`src/rtl/periodic_task_scheduler_top_defines.svh`:
```
// assertion macros for the periodic task scheduler
// needs clk_i and rst_ni in the scope of each use
`ifndef PERIODIC_TASK_SCHEDULER_TOP_DEFINES_SVH
`define PERIODIC_TASK_SCHEDULER_TOP_DEFINES_SVH

`ifndef SYNTHESIS
`define PTS_ASSERT(name, prop) \
  name: assert property (@(posedge clk_i) disable iff (!rst_ni) (prop)) \
    else $error("assertion failed: %m");
`define PTS_ASSERT_IMPL(name, ante, cons) \
  name: assert property (@(posedge clk_i) disable iff (!rst_ni) (ante) |=> (cons)) \
    else $error("assertion failed: %m");
`else
`define PTS_ASSERT(name, prop)
`define PTS_ASSERT_IMPL(name, ante, cons)
`endif

`endif

```
`src/rtl/pts_pkg.sv`:
```
// shared constants and types of the periodic task scheduler
// no dependencies
`default_nettype none

package pts_pkg;

  localparam int NUM_SLOTS  = 8;
  localparam int COUNT_BITS = 16;
  localparam int SLOT_BITS  = (NUM_SLOTS > 1) ? $clog2(NUM_SLOTS) : 1;

  localparam int FUNC_W   = 2;
  localparam int SLOT_W   = 3;
  localparam int PERIOD_W = 16;
  localparam int TAG_W    = 16;

  localparam int IN_DATA_W  = SLOT_W + PERIOD_W + 2 * TAG_W;
  localparam int IN_TDATA_W = ((IN_DATA_W + 7) / 8) * 8;
  localparam int OUT_DATA_W  = SLOT_W + 2 * TAG_W;
  localparam int OUT_TDATA_W = ((OUT_DATA_W + 7) / 8) * 8;

  typedef enum logic [FUNC_W-1:0] {
    FUNC_TICK     = 2'd0,
    FUNC_ADD      = 2'd1,
    FUNC_DISPATCH = 2'd2
  } func_e;

  typedef logic [COUNT_BITS-1:0] count_t;
  typedef logic [TAG_W-1:0]      tag_t;

  typedef struct packed {
    logic [FUNC_W-1:0]   func;
    logic [SLOT_W-1:0]   slot;
    logic [PERIOD_W-1:0] period_ticks;
    tag_t                entry_tag;
    tag_t                argument_tag;
  } item_t;

endpackage

`default_nettype wire

```
`src/rtl/periodic_task_scheduler_top.sv`:
```
// periodic task scheduler: slot table, tick / add / dispatch, output register
// depends on pts_pkg and periodic_task_scheduler_top_defines.svh
`default_nettype none
`include "periodic_task_scheduler_top_defines.svh"

// usage
// - input channel s_axis: tuser carries the operation code (tick, add, dispatch),
//   tdata carries slot, period, entry tag and argument tag for add
// - output channel m_axis: exactly one item per input item, in order;
//   tuser is the found flag, tdata the chosen slot and its two tags
//   (all zero when nothing was dispatched, and for tick and add)
// - path: an accepted item is held in the input register, then worked on as it
//   moves into the output register, whose result is shown from then on; m_axis_tvalid
//   rises once that move is made, which needs the output side to be free
// - throughput: one item per cycle while the output side takes results; the whole slot
//   table (countdowns, ready flags, priority pick) is updated at once from the input register
// - reset: every slot is empty and not ready, both pipeline registers empty;
//   periods, countdowns and tags are not cleared and are written by add
// - stall: when m_axis_tready is low the result holds, the input register
//   keeps one more item and s_axis_tready then falls until the result is taken
// - unused operation code: no state change, result all zero
module periodic_task_scheduler_top (
  input  wire                              clk_i,
  input  wire                              rst_ni,
  // input channel
  input  wire                              s_axis_tvalid,
  output logic                             s_axis_tready,
  // tuser: func[1:0]
  input  wire  [pts_pkg::FUNC_W-1:0]       s_axis_tuser,
  // tdata: slot[2:0], period_ticks[18:3], entry_tag[34:19], argument_tag[50:35], zero pad
  input  wire  [pts_pkg::IN_TDATA_W-1:0]   s_axis_tdata,
  // output channel
  output logic                             m_axis_tvalid,
  input  wire                              m_axis_tready,
  // tuser: found[0]
  output logic                             m_axis_tuser,
  // tdata: chosen_slot[2:0], chosen_entry[18:3], chosen_argument[34:19], zero pad
  output logic [pts_pkg::OUT_TDATA_W-1:0]  m_axis_tdata
);

  localparam int N  = pts_pkg::NUM_SLOTS;
  localparam int SB = pts_pkg::SLOT_BITS;

  // input register
  logic           in_valid_q;
  pts_pkg::item_t in_q;
  logic           advance;

  // slot table
  logic [N-1:0]          active_q, active_d;
  logic [N-1:0]          ready_q, ready_d;
  pts_pkg::count_t       count_q  [N];
  pts_pkg::count_t       count_d  [N];
  pts_pkg::count_t       period_q [N];
  pts_pkg::tag_t         entry_q  [N];
  pts_pkg::tag_t         arg_q    [N];

  // output register
  logic                          out_valid_q;
  logic                          found_q, found_d;
  logic [pts_pkg::SLOT_W-1:0]    cslot_q, cslot_d;
  pts_pkg::tag_t                 centry_q, centry_d;
  pts_pkg::tag_t                 carg_q, carg_d;

  // decode
  pts_pkg::func_e  func;
  logic            do_tick, do_add, do_disp;
  logic            add_ok;
  logic [SB-1:0]   add_idx;
  pts_pkg::count_t add_period;

  // dispatch pick
  logic [N-1:0]    cand;
  logic [N-1:0]    pick_oh;
  logic [SB-1:0]   pick_idx;
  logic            any_ready;

  assign advance       = in_valid_q && (!out_valid_q || m_axis_tready);
  assign s_axis_tready = !in_valid_q || advance;

  always_ff @(posedge clk_i or negedge rst_ni) begin
    if (!rst_ni) begin
      in_valid_q <= 1'b0;
    end else if (s_axis_tready) begin
      in_valid_q <= s_axis_tvalid;
    end
  end

  always_ff @(posedge clk_i) begin
    if (s_axis_tvalid && s_axis_tready) begin
      in_q.func         <= s_axis_tuser;
      in_q.slot         <= s_axis_tdata[2:0];
      in_q.period_ticks <= s_axis_tdata[18:3];
      in_q.entry_tag    <= s_axis_tdata[34:19];
      in_q.argument_tag <= s_axis_tdata[50:35];
    end
  end

  // operation decode
  always_comb begin
    func    = pts_pkg::func_e'(in_q.func);
    do_tick = 1'b0;
    do_add  = 1'b0;
    do_disp = 1'b0;
    case (func)
      pts_pkg::FUNC_TICK:     do_tick = 1'b1;
      pts_pkg::FUNC_ADD:      do_add  = 1'b1;
      pts_pkg::FUNC_DISPATCH: do_disp = 1'b1;
      default: ;
    endcase
  end

  assign add_ok     = (32'(in_q.slot) < N);
  assign add_idx    = SB'(in_q.slot);
  assign add_period = pts_pkg::COUNT_BITS'(in_q.period_ticks);

  // lowest-numbered ready slot wins
  assign cand = active_q & ready_q;
  always_comb begin
    pick_oh  = '0;
    pick_idx = '0;
    for (int i = N - 1; i >= 0; i--) begin
      if (cand[i]) begin
        pick_oh    = '0;
        pick_oh[i] = 1'b1;
        pick_idx   = SB'(i);
      end
    end
  end
  assign any_ready = |cand;

  // next state of the table
  always_comb begin
    active_d = active_q;
    ready_d  = ready_q;
    for (int i = 0; i < N; i++) begin
      count_d[i] = count_q[i];
      if (do_tick && active_q[i]) begin
        if (count_q[i] == '0) begin
          count_d[i] = period_q[i];
        end else begin
          count_d[i] = count_q[i] - 1'b1;
          if (count_q[i] == pts_pkg::count_t'(1)) begin
            ready_d[i] = 1'b1;
          end
        end
      end
    end
    if (do_add && add_ok) begin
      active_d[add_idx] = 1'b1;
      ready_d[add_idx]  = 1'b0;
      count_d[add_idx]  = add_period;
    end
    if (do_disp) begin
      ready_d = ready_q & ~pick_oh;
    end
  end

  // result of this item
  always_comb begin
    found_d  = 1'b0;
    cslot_d  = '0;
    centry_d = '0;
    carg_d   = '0;
    if (do_disp && any_ready) begin
      found_d  = 1'b1;
      cslot_d  = pts_pkg::SLOT_W'(pick_idx);
      centry_d = entry_q[pick_idx];
      carg_d   = arg_q[pick_idx];
    end
  end

  always_ff @(posedge clk_i or negedge rst_ni) begin
    if (!rst_ni) begin
      active_q <= '0;
      ready_q  <= '0;
    end else if (advance) begin
      active_q <= active_d;
      ready_q  <= ready_d;
    end
  end

  // countdowns, periods and tags: no reset, written by add before use
  always_ff @(posedge clk_i) begin
    if (advance) begin
      for (int i = 0; i < N; i++) begin
        count_q[i] <= count_d[i];
      end
      if (do_add && add_ok) begin
        period_q[add_idx] <= add_period;
        entry_q[add_idx]  <= in_q.entry_tag;
        arg_q[add_idx]    <= in_q.argument_tag;
      end
    end
  end

  // output register
  always_ff @(posedge clk_i or negedge rst_ni) begin
    if (!rst_ni) begin
      out_valid_q <= 1'b0;
    end else if (advance) begin
      out_valid_q <= 1'b1;
    end else if (m_axis_tready) begin
      out_valid_q <= 1'b0;
    end
  end

  always_ff @(posedge clk_i) begin
    if (advance) begin
      found_q  <= found_d;
      cslot_q  <= cslot_d;
      centry_q <= centry_d;
      carg_q   <= carg_d;
    end
  end

  assign m_axis_tvalid = out_valid_q;
  assign m_axis_tuser  = found_q;
  assign m_axis_tdata  = pts_pkg::OUT_TDATA_W'({carg_q, centry_q, cslot_q});

  // checks
  `PTS_ASSERT(a_ready_needs_active, (ready_q & ~active_q) == '0)
  `PTS_ASSERT(a_no_found_zero_data, !(out_valid_q && !found_q) || (m_axis_tdata == '0))
  `PTS_ASSERT_IMPL(a_dispatch_clears_pick, advance && do_disp, ready_q == ($past(ready_q) & ~$past(pick_oh)))
  `PTS_ASSERT_IMPL(a_input_held, in_valid_q && !advance, in_valid_q && $stable(in_q))

endmodule

`default_nettype wire
```
`config.mk`:
```
export PLATFORM = sky130hd
export DESIGN_NAME = periodic_task_scheduler_top
export DESIGN_NICKNAME = d
export VERILOG_FILES = /design/src/rtl/pts_pkg.sv /design/src/rtl/periodic_task_scheduler_top.sv
export VERILOG_INCLUDE_DIRS = /design/src /design/src/rtl
export SDC_FILE = /design/constraint.sdc
export NUM_CORES = 1
export LEC_CHECK = 0
export BUFFER_PORTS_ARGS = -buffer_cell sky130_fd_sc_hd__buf_4
export CAP_MARGIN = 20
export CORE_MARGIN = 3
export CORE_UTILIZATION = 26
export DETAILED_ROUTE_END_ITERATION = 7
export PLACE_DENSITY = 0.43
export SLEW_MARGIN = 25
export SYNTH_ARGS = -nofsm -noshare
export SYNTH_HDL_FRONTEND = slang
export SYNTH_SLANG_ARGS = --single-unit
export TNS_END_PERCENT = 1
```
`constraint.sdc`:
```
create_clock -name clk_i -period 5.4 [get_ports clk_i]
set_input_delay 1.08 -clock clk_i [delete_from_list [all_inputs] [get_ports clk_i]]
set_output_delay 1.08 -clock clk_i [all_outputs]
set_load 0.005 [all_outputs]
```
# == Yosys cells after proc, flatten, opt, wreduce, memory -nomap -nowiden ==
# Memories as Yosys holds them, arrays and structs flattened. A register that Yosys moved wholly into a read port is not among the register bits.
# Cells that the tools add are included.
# word_totals
mem_bits_rw,512
reg_bits,75
latch_bits,0
mem_bits_ro,0
mem_count,4
elab_cells,150
# mem_list
name,words,width,read_ports,rd_ports_with_merged_regs,write_ports,line_no,text
arg_q,8,16,1,1,1,periodic_task_scheduler_top.sv:56,pts_pkg::tag_t arg_q [N];
count_q,8,16,8,0,8,periodic_task_scheduler_top.sv:52,pts_pkg::count_t count_q [N];
entry_q,8,16,1,1,1,periodic_task_scheduler_top.sv:55,pts_pkg::tag_t entry_q [N];
period_q,8,16,8,0,1,periodic_task_scheduler_top.sv:54,pts_pkg::count_t period_q [N];
# op_classes
muxes,75
eq_ne,10
bitwise_logic,7
mul,0
reduce_logical,31
n_div,0
n_shift,0
addsub,8
magnitude_cmp,4
# ops
op,count
16-bit 2-to-1 mux,17
128-bit bitwise mux,1
16-bit by 1-bit equality test with 1-bit output (second input constant),8
16-bit logical NOT,8
128-bit 2-to-1 mux,1
16-bit by 1-bit subtractor with 16-bit output (second input constant),8
8-bit 2-to-1 mux,10
16-bit demux with 3-bit select,1
1-bit 2-to-1 mux,36
8-bit bitwise AND,3
3-bit 2-to-1 mux,8
8-bit NOT,2
1-bit logical AND,13
8-bit OR,1
8-bit OR reduction,1
4-bit greater-or-equal comparator (second input constant),1
1-bit logical NOT,4
3-bit by 4-bit < comparator with 1-bit output (second input constant),1
4-bit by 1-bit < comparator with 1-bit output (second input constant),1
3-bit NOT with 4-bit output,1
1-bit demux with 3-bit select,1
3-bit by 1-bit greater-or-equal comparator with 1-bit output (second input constant),1
2-bit by 1-bit equality test with 1-bit output (second input constant),1
2-bit equality test (second input constant),1
other kinds (4),5

# == Longest topological paths before layout ==
# Gate-level depths: netlist (run 1).
# depth
ltp_word,12
mapped_depth,10
mapped_depth_nobuf,8

# == Worst setup path after synthesis (run 1) ==
# No wires, ideal clock.
# synth_timing
path_type,input-to-reg
from,in m_axis_tready
to,reg ready_q[4]
cell_stages,7
setup_time_ns,0.114
t_required_ns,5.286
slack_ns,-0.456
arrival_time_ns,5.741
cell_sequence,nand2b_1 nand2_1 inv_1 nand2_1 nor4_1 a31oi_1 a311oi_1
# synth_between
elab_chain_len,2
# synth_rtl
element,line_no,text
start: declaration,periodic_task_scheduler_top.sv:34,"input wire m_axis_tready,"
1-bit logical OR,periodic_task_scheduler_top.sv:78,assign advance = in_valid_q && (!out_valid_q || m_axis_tready);
1-bit logical AND,periodic_task_scheduler_top.sv:78,
via advance,periodic_task_scheduler_top.sv:47,logic advance;
end signal: assignment,periodic_task_scheduler_top.sv:179,ready_q <= ready_d;
end: declaration,periodic_task_scheduler_top.sv:51,"logic [N-1:0] ready_q, ready_d;"
# The timed path passes the listed nets, and every way through them passes these cells.
# A chain may end at the register's enable or synchronous reset.

# == Worst setup path after layout (run 1) ==
# layout_timing
from,reg func[1] (netlist name)
to,"mem arg_q[5][2] (netlist name), enable pin"
# layout_between
elab_chain_len,5
# layout_rtl
element,line_no,text
2-bit by 1-bit equality test with 1-bit output,periodic_task_scheduler_top.sv:105,case (func)
1-bit 2-to-1 mux,periodic_task_scheduler_top.sv:105,
1-bit 2-to-1 mux,periodic_task_scheduler_top.sv:189,if (do_add && add_ok) begin
1-bit 2-to-1 mux,periodic_task_scheduler_top.sv:185,if (advance) begin
1-bit 2-to-1 mux (not written as such),periodic_task_scheduler_top.sv:192,arg_q[add_idx] <= in_q.argument_tag;
end: declaration,periodic_task_scheduler_top.sv:56,
# Every way passes these cells.

==> run metrics, run 1 <==
status complete, no violations; max-slew violation count 0; clock slew at reported path FFs 0.06 ns; global-route wire length before repair 117000 microns; Mapped Cells 2113; Synth async-reset ratio 0.0291; via count 18300; Layout Skew 0.0463 ns; hold_buf cts 0; Area Growth Syn to Fin 18.0%; I/O Buffers 94; final setup vio count 0; TritonCTS clock tree yes; min Tclk post-route 3.38 ns; critical path data arrival time 3.68 ns; most common cell after layout, fill and taps aside edfxtp_1; wire per inst 21.6 microns; DRT Wirelength 78400 microns; CTS Buf Count 74; RSZ-0062 raised after global routing no; worst min-delay path class in -> async; CP required 5.70 ns; Seq/Total Area, Yosys 0.681; hold violation count in the final report 0; CTS sink count 619; DRT Pass-1 Iters 5; WHS 0.357 ns; mapped cell area 0.0272 sq mm; largest net degree at the start of global routing 130; maxcap violations 0; setup total negative slack 0 ns; top post-synthesis cells by area edfxtp_1 66%, nor2_1 2.3%, o21ai_0 2.3%; die area 0.108 sq mm; row cnt 117; gpl congestion 0.782; CP Class reg -> reg; GRT Resource Usage Total 0.142; grt ovf 0; Yosys reg bits 619; Power, Total 11.3 mW; unique cell type count in the Yosys netlist 78; Max Fanout on Critical Path 24; core area 0.103 sq mm; Max Fclk 296 MHz; Power per Cell Area 352 mW/mm^2; Root Buffer clkbuf_16; I/O pins 105; Antenna Nets Post-Route 0; H-tree depth 3; CTS resizes 0; DRC violations left 0; Syn Area/Cell 12.9 sq um; crit share post-route 0.626; Critical Path End Type register; DP HPWL 43800 microns; most common flop cell mapped by yosys edfxtp_1; Net count, final 2281; Yosys warning total 0; EDFF count, synth 601; Least-Margin Pin Slew 1.05 ns; leakage power 10.3 nW; initial antenna violation count 5; die width 329 microns; vias in the first global route 18300; latest clock arrival within the worst-skew pair 0.65 ns; commonest cells after routing, fill and taps aside 601 x edfxtp_1, 157 x nor2_1, 148 x nand2_1; Synth top area share 0.664; Die Ht 329 microns; crit start category register; Max-slew headroom 0.301; Via-to-Cell Ratio 5.05; Max VDD drop 0.232 mV; Max Buffers Root-to-Sink 3; Initial Utilization 0.264; Setup Buffers After CTS 0; share of cells above drive strength 1 0.136; DR iter-0 viols 1555; Synth area leader edfxtp_1
==> state kept, by name (all words and copies together), names as in the netlist, 16 cells and up <==
signal	flops
add_period	16
arg_q	128
carg_q	16
centry_q	16
count_q	128
entry_q	128
in_q	32
period_q	128
==> Yosys cell counts, types with 12 or more instances <==
library cell and instances:
a211oi_1 22, a21oi_1 124, a221o_1 29, a221oi_1 43
a2bb2oi_1 17, a31oi_1 75, and2_1 20, and3_1 66
buf_2 14, clkbuf_1 101, dfrtp_1 18, edfxtp_1 601
ha_1 24, inv_1 28, nand2_1 148, nand3_1 49
nand4_1 19, nor2_1 169, nor3_1 67, nor3b_1 15
nor4_1 24, o211ai_1 29, o21a_1 19, o21ai_0 126
o21ai_1 16, o22ai_1 38, o31ai_1 16, or3_1 12
or4_1 12
==> worst max-delay path, cell delays in order (launching register included) <==
cell	delay [ns]
edfxtp_1	0.42
nor2b_1	0.42
nor2b_1	0.28
nand3_1	0.54
nor2_4	0.93
buf_4	0.44
==> power breakdown <==
group	switching (mW)	leakage, nW	internal [mW]
combinational	0.408	3.37	0.232
clock	2.03	1.16	2.90
sequential	0.209	5.79	5.51
==> worst paths after layout <==
| kind | startpoint | endpoint | slack (ns) | cells past startpoint |
|---|---|---|---|---|
| worst max-delay path | func[1] | arg_q[5][2] | 2.02 | 5 |
| worst min-delay path | rst_ni | ready_q[3] | 0.36 | 1 |
| worst max register to register | func[1] | arg_q[5][2] | 2.02 | 5 |
| worst min register to register | in_valid_q | m_axis_tvalid | 0.50 | 1 |
| max in group asynchronous | rst_ni | active_q[0] | 4.77 | 1 |
| min in group clk_i | in_valid_q | m_axis_tvalid | 0.50 | 1 |
==> through the flow <==
| step | cells | setup slack, ns | utilization | area, sq um |
|---|---|---|---|---|
| 2_1_floorplan | 2117 | 0.772 | - | 27200 |
| 3_3_place_gp | 3479 | 1.62 | 0.287 | 29500 |
| 3_5_place_dp | 3484 | 1.62 | 0.288 | 29600 |
| 4_1_cts | 3616 | 2.03 | 0.311 | 32000 |
| 5_1_grt | 3619 | 1.73 | 0.312 | 32100 |
| 6_report | 3620 | 2.02 | 0.312 | 32100 |
==> final cells by class <==
cell class                      count  area (sq um)
Fill cell                       10300         70700
Antenna cell                        1          2.50
Timing Repair Buffer              143          1230
Inverter                           28           109
Clock buffer                       92          1970
Tap cell                         1368          1710
Sequential cell                   619         18500
Multi-Input combinational cell   1329          8110
Clock inverter                     40           424
==> cell families after synthesis <==
group | share of synthesized area
AO/OA/AOI/OAI | 0.144
XOR/XNOR | 0.00322
adder cells (fa/ha/maj) | 0.0111
buffers and inverters | 0.0262
flip-flops | 0.681
multiplexers | 0.00654
other | 0.000138
AND/OR/NAND/NOR | 0.128
==> routing by layer <==
layer | global-route usage | vias to the layer above | part of all wire
met5 | 0 | - | 0.00050
met4 | 0.0429 | 6 | 0.025
met3 | 0.0280 | 128 | 0.054
met2 | 0.220 | 489 | 0.44
met1 | 0.202 | 9173 | 0.48
li1 | - | 8476 | -
No activity file was read; power rests on OpenSTA's default activity.
==> inputs of run 2 (changes only) <==
--- a/config.mk
+++ b/config.mk
@@ -11,7 +11,7 @@
 export CORE_MARGIN = 3
 export CORE_UTILIZATION = 26
 export DETAILED_ROUTE_END_ITERATION = 7
-export PLACE_DENSITY = 0.43
+export PLACE_DENSITY = 0.41
 export SLEW_MARGIN = 25
 export SYNTH_ARGS = -nofsm -noshare
 export SYNTH_HDL_FRONTEND = slang
==> constraint.sdc (replaced) <==
create_clock -name clk_i -period 3.32 [get_ports clk_i]
set_input_delay 0.664 -clock clk_i [delete_from_list [all_inputs] [get_ports clk_i]]
set_output_delay 0.664 -clock clk_i [all_outputs]
set_load 0.005 [all_outputs]
==> run metrics, run 2 (synthesis gave the netlist of run 1 again) <==
pre-CTS WS 0.567 ns (-1.05 ns); CP Class reg -> reg; commonest cells after routing, fill and taps aside 601 x edfxtp_1, 163 x buf_4, 158 x nor2_1; Slowest cell on crit path edfxtp_1; worst reg2reg setup slack 0.56 ns (-1.46 ns); core area 0.103 sq mm (unchanged); row cnt 117 (unchanged); Critical Path End Type register; Max Buffers Root-to-Sink 3 (unchanged); Top delay family on crit path simple AND/OR/NAND/NOR gates; CP required 3.65 ns (-2.05 ns); die width 329 microns (unchanged); vias in the first global route 18500 (+1.2%); CTS resizes 0 (unchanged); initial antenna violation count 3 (-2); Area Growth Syn to Fin 19.6%; most common cell after layout, fill and taps aside edfxtp_1; max-slew violation count 0 (unchanged); crit start category register; Max Fclk 363 MHz (+23%); Power per Cell Area 560 mW/mm^2 (+59%); via count 18600 (+1.5%); DRT Pass-1 Iters 8 (+3); largest net degree at the start of global routing 99 (-24%); reg2reg start count_q[1][48]; Setup Buffers After CTS 0 (unchanged); Max Fanout on Critical Path 10 (-58%); Die Ht 329 microns (unchanged); Reg2Reg Depth 8 (+3); H-tree depth 3 (unchanged); clock slew at reported path FFs 0.06 ns (about the same); status complete, no violations; final setup vio count 0 (unchanged); Least-Margin Pin Slew 1.03 ns (-0.0176 ns); setup ws final 0.563 ns (-1.46 ns); Most common cell on crit path nor4b_1; min Tclk post-route 2.76 ns (-0.621 ns); WHS 0.207 ns (-0.150 ns); hold violation count in the final report 0 (unchanged); Layout Skew 0.0317 ns (-0.0146 ns); RSZ-0062 raised after global routing no; grt ovf 0 (unchanged); CTS Buf Count 74 (unchanged); Finished Cell Area 0.0325 sq mm (+1.4%); hold path endpoint in_q[16]; wire per inst 22.0 microns (+1.9%); Max VDD drop 0.359 mV (+55%); I/O pins 105 (unchanged); Max-slew headroom 0.313 (+0.0117); worst min-delay path class in -> reg; I/O Buffers 94 (unchanged); GRT Resource Usage Total 0.148 (+0.00528); CP max stage delay 0.44 ns (-0.49 ns); Via-to-Cell Ratio 5.06 (+0.15%); Initial Utilization 0.264 (unchanged); global-route wire length before repair 122000 microns (+3.8%); Root Buffer clkbuf_16; Net count, final 2327 (+2.0%); DRC violations left 0 (unchanged); placed instance area 0.0301 sq mm (+1.8%); DR iter-0 viols 1466 (-5.7%); latest clock arrival within the worst-skew pair 0.63 ns (-0.02 ns); gpl congestion 0.777 (-0.63%); critical-path cell list inv_1 -> ha_1 -> nor4b_1 -> nand4_1 -> buf_4 -> a21oi_1 -> nor4b_1 -> o22ai_1; Antenna Nets Post-Route 0 (unchanged); TritonCTS clock tree yes; critical path data arrival time 3.09 ns (-0.59 ns); crit share post-route 0.830 (+0.205); leakage power 10.6 nW (+2.4%); min-delay src s_axis_tdata[19]; Worst Hold Depth 1; maxcap violations 0 (unchanged); CTS sink count 619 (unchanged); die area 0.108 sq mm (unchanged); share of cells above drive strength 1 0.155 (+0.0188); reg-to-reg endpoint count_q[1][62]; DP HPWL 47600 microns (+8.6%); setup total negative slack 0 ns (unchanged); DRT Wirelength 80900 microns (+3.3%); CP Buf/Inv Count 2 (+1)
-- run 2: worst max-delay path by stage --
stage | end | slack, ns | depth (start not counted) | from
5_1_grt | count_q[1][62] | 0.28 | 8 | count_q[1][48]
2_1_floorplan | ready_q[4] | -0.80 | 7 | m_axis_tready
6_report | count_q[1][62] | 0.56 | 8 | count_q[1][48]
4_1_cts | count_q[1][62] | 0.57 | 8 | count_q[1][48]
3_5_place_dp | count_q[1][62] | 0.57 | 8 | count_q[1][48]
3_3_place_gp | count_q[1][11] | 0.60 | 7 | count_q[1][4]
-- run 2: per-stage QoR --
stage          instances  utilization  power [mW]
3_5_place_dp        3531        0.293        10.6
5_1_grt             3669        0.316        18.9
4_1_cts             3668        0.316        18.5
2_1_floorplan       2117            -        9.98
3_3_place_gp        3524        0.292        10.5
6_report            3670        0.316        18.2
-- run 2: routing by layer --
metal  GRT usage  wire length, microns  vias to the layer above
met2       0.235                 37300                      491
met5           0                    11                        -
met3      0.0223                  3470                      104
li1            -                     -                     8586
met1       0.210                 38400                     9370
met4      0.0394                  1750                        2
-- run 2: area by class of cell --
class,count,area (sq um)
multi-input cells,1329,8130
repair buffers,189,1720
inverters,28,109
fillers,10200,70300
well taps,1368,1710
clock inverters,42,358
clock buffers,94,1970
diodes,1,2.50
flip-flops and latches,619,18500
-- run 2: what timing repair did --
item	4_1_cts	5_1_grt
setup endpoints to repair	0	0
hold buffers	1	0
hold endpoints to repair	18	0
-- run 2: where the power goes --
group	switching (mW)	internal, mW	total [mW]	leakage [nW]
sequential	0.370	8.95	9.32	5.79
clock	3.33	4.47	7.80	1.14
combinational	0.655	0.406	1.06	3.64
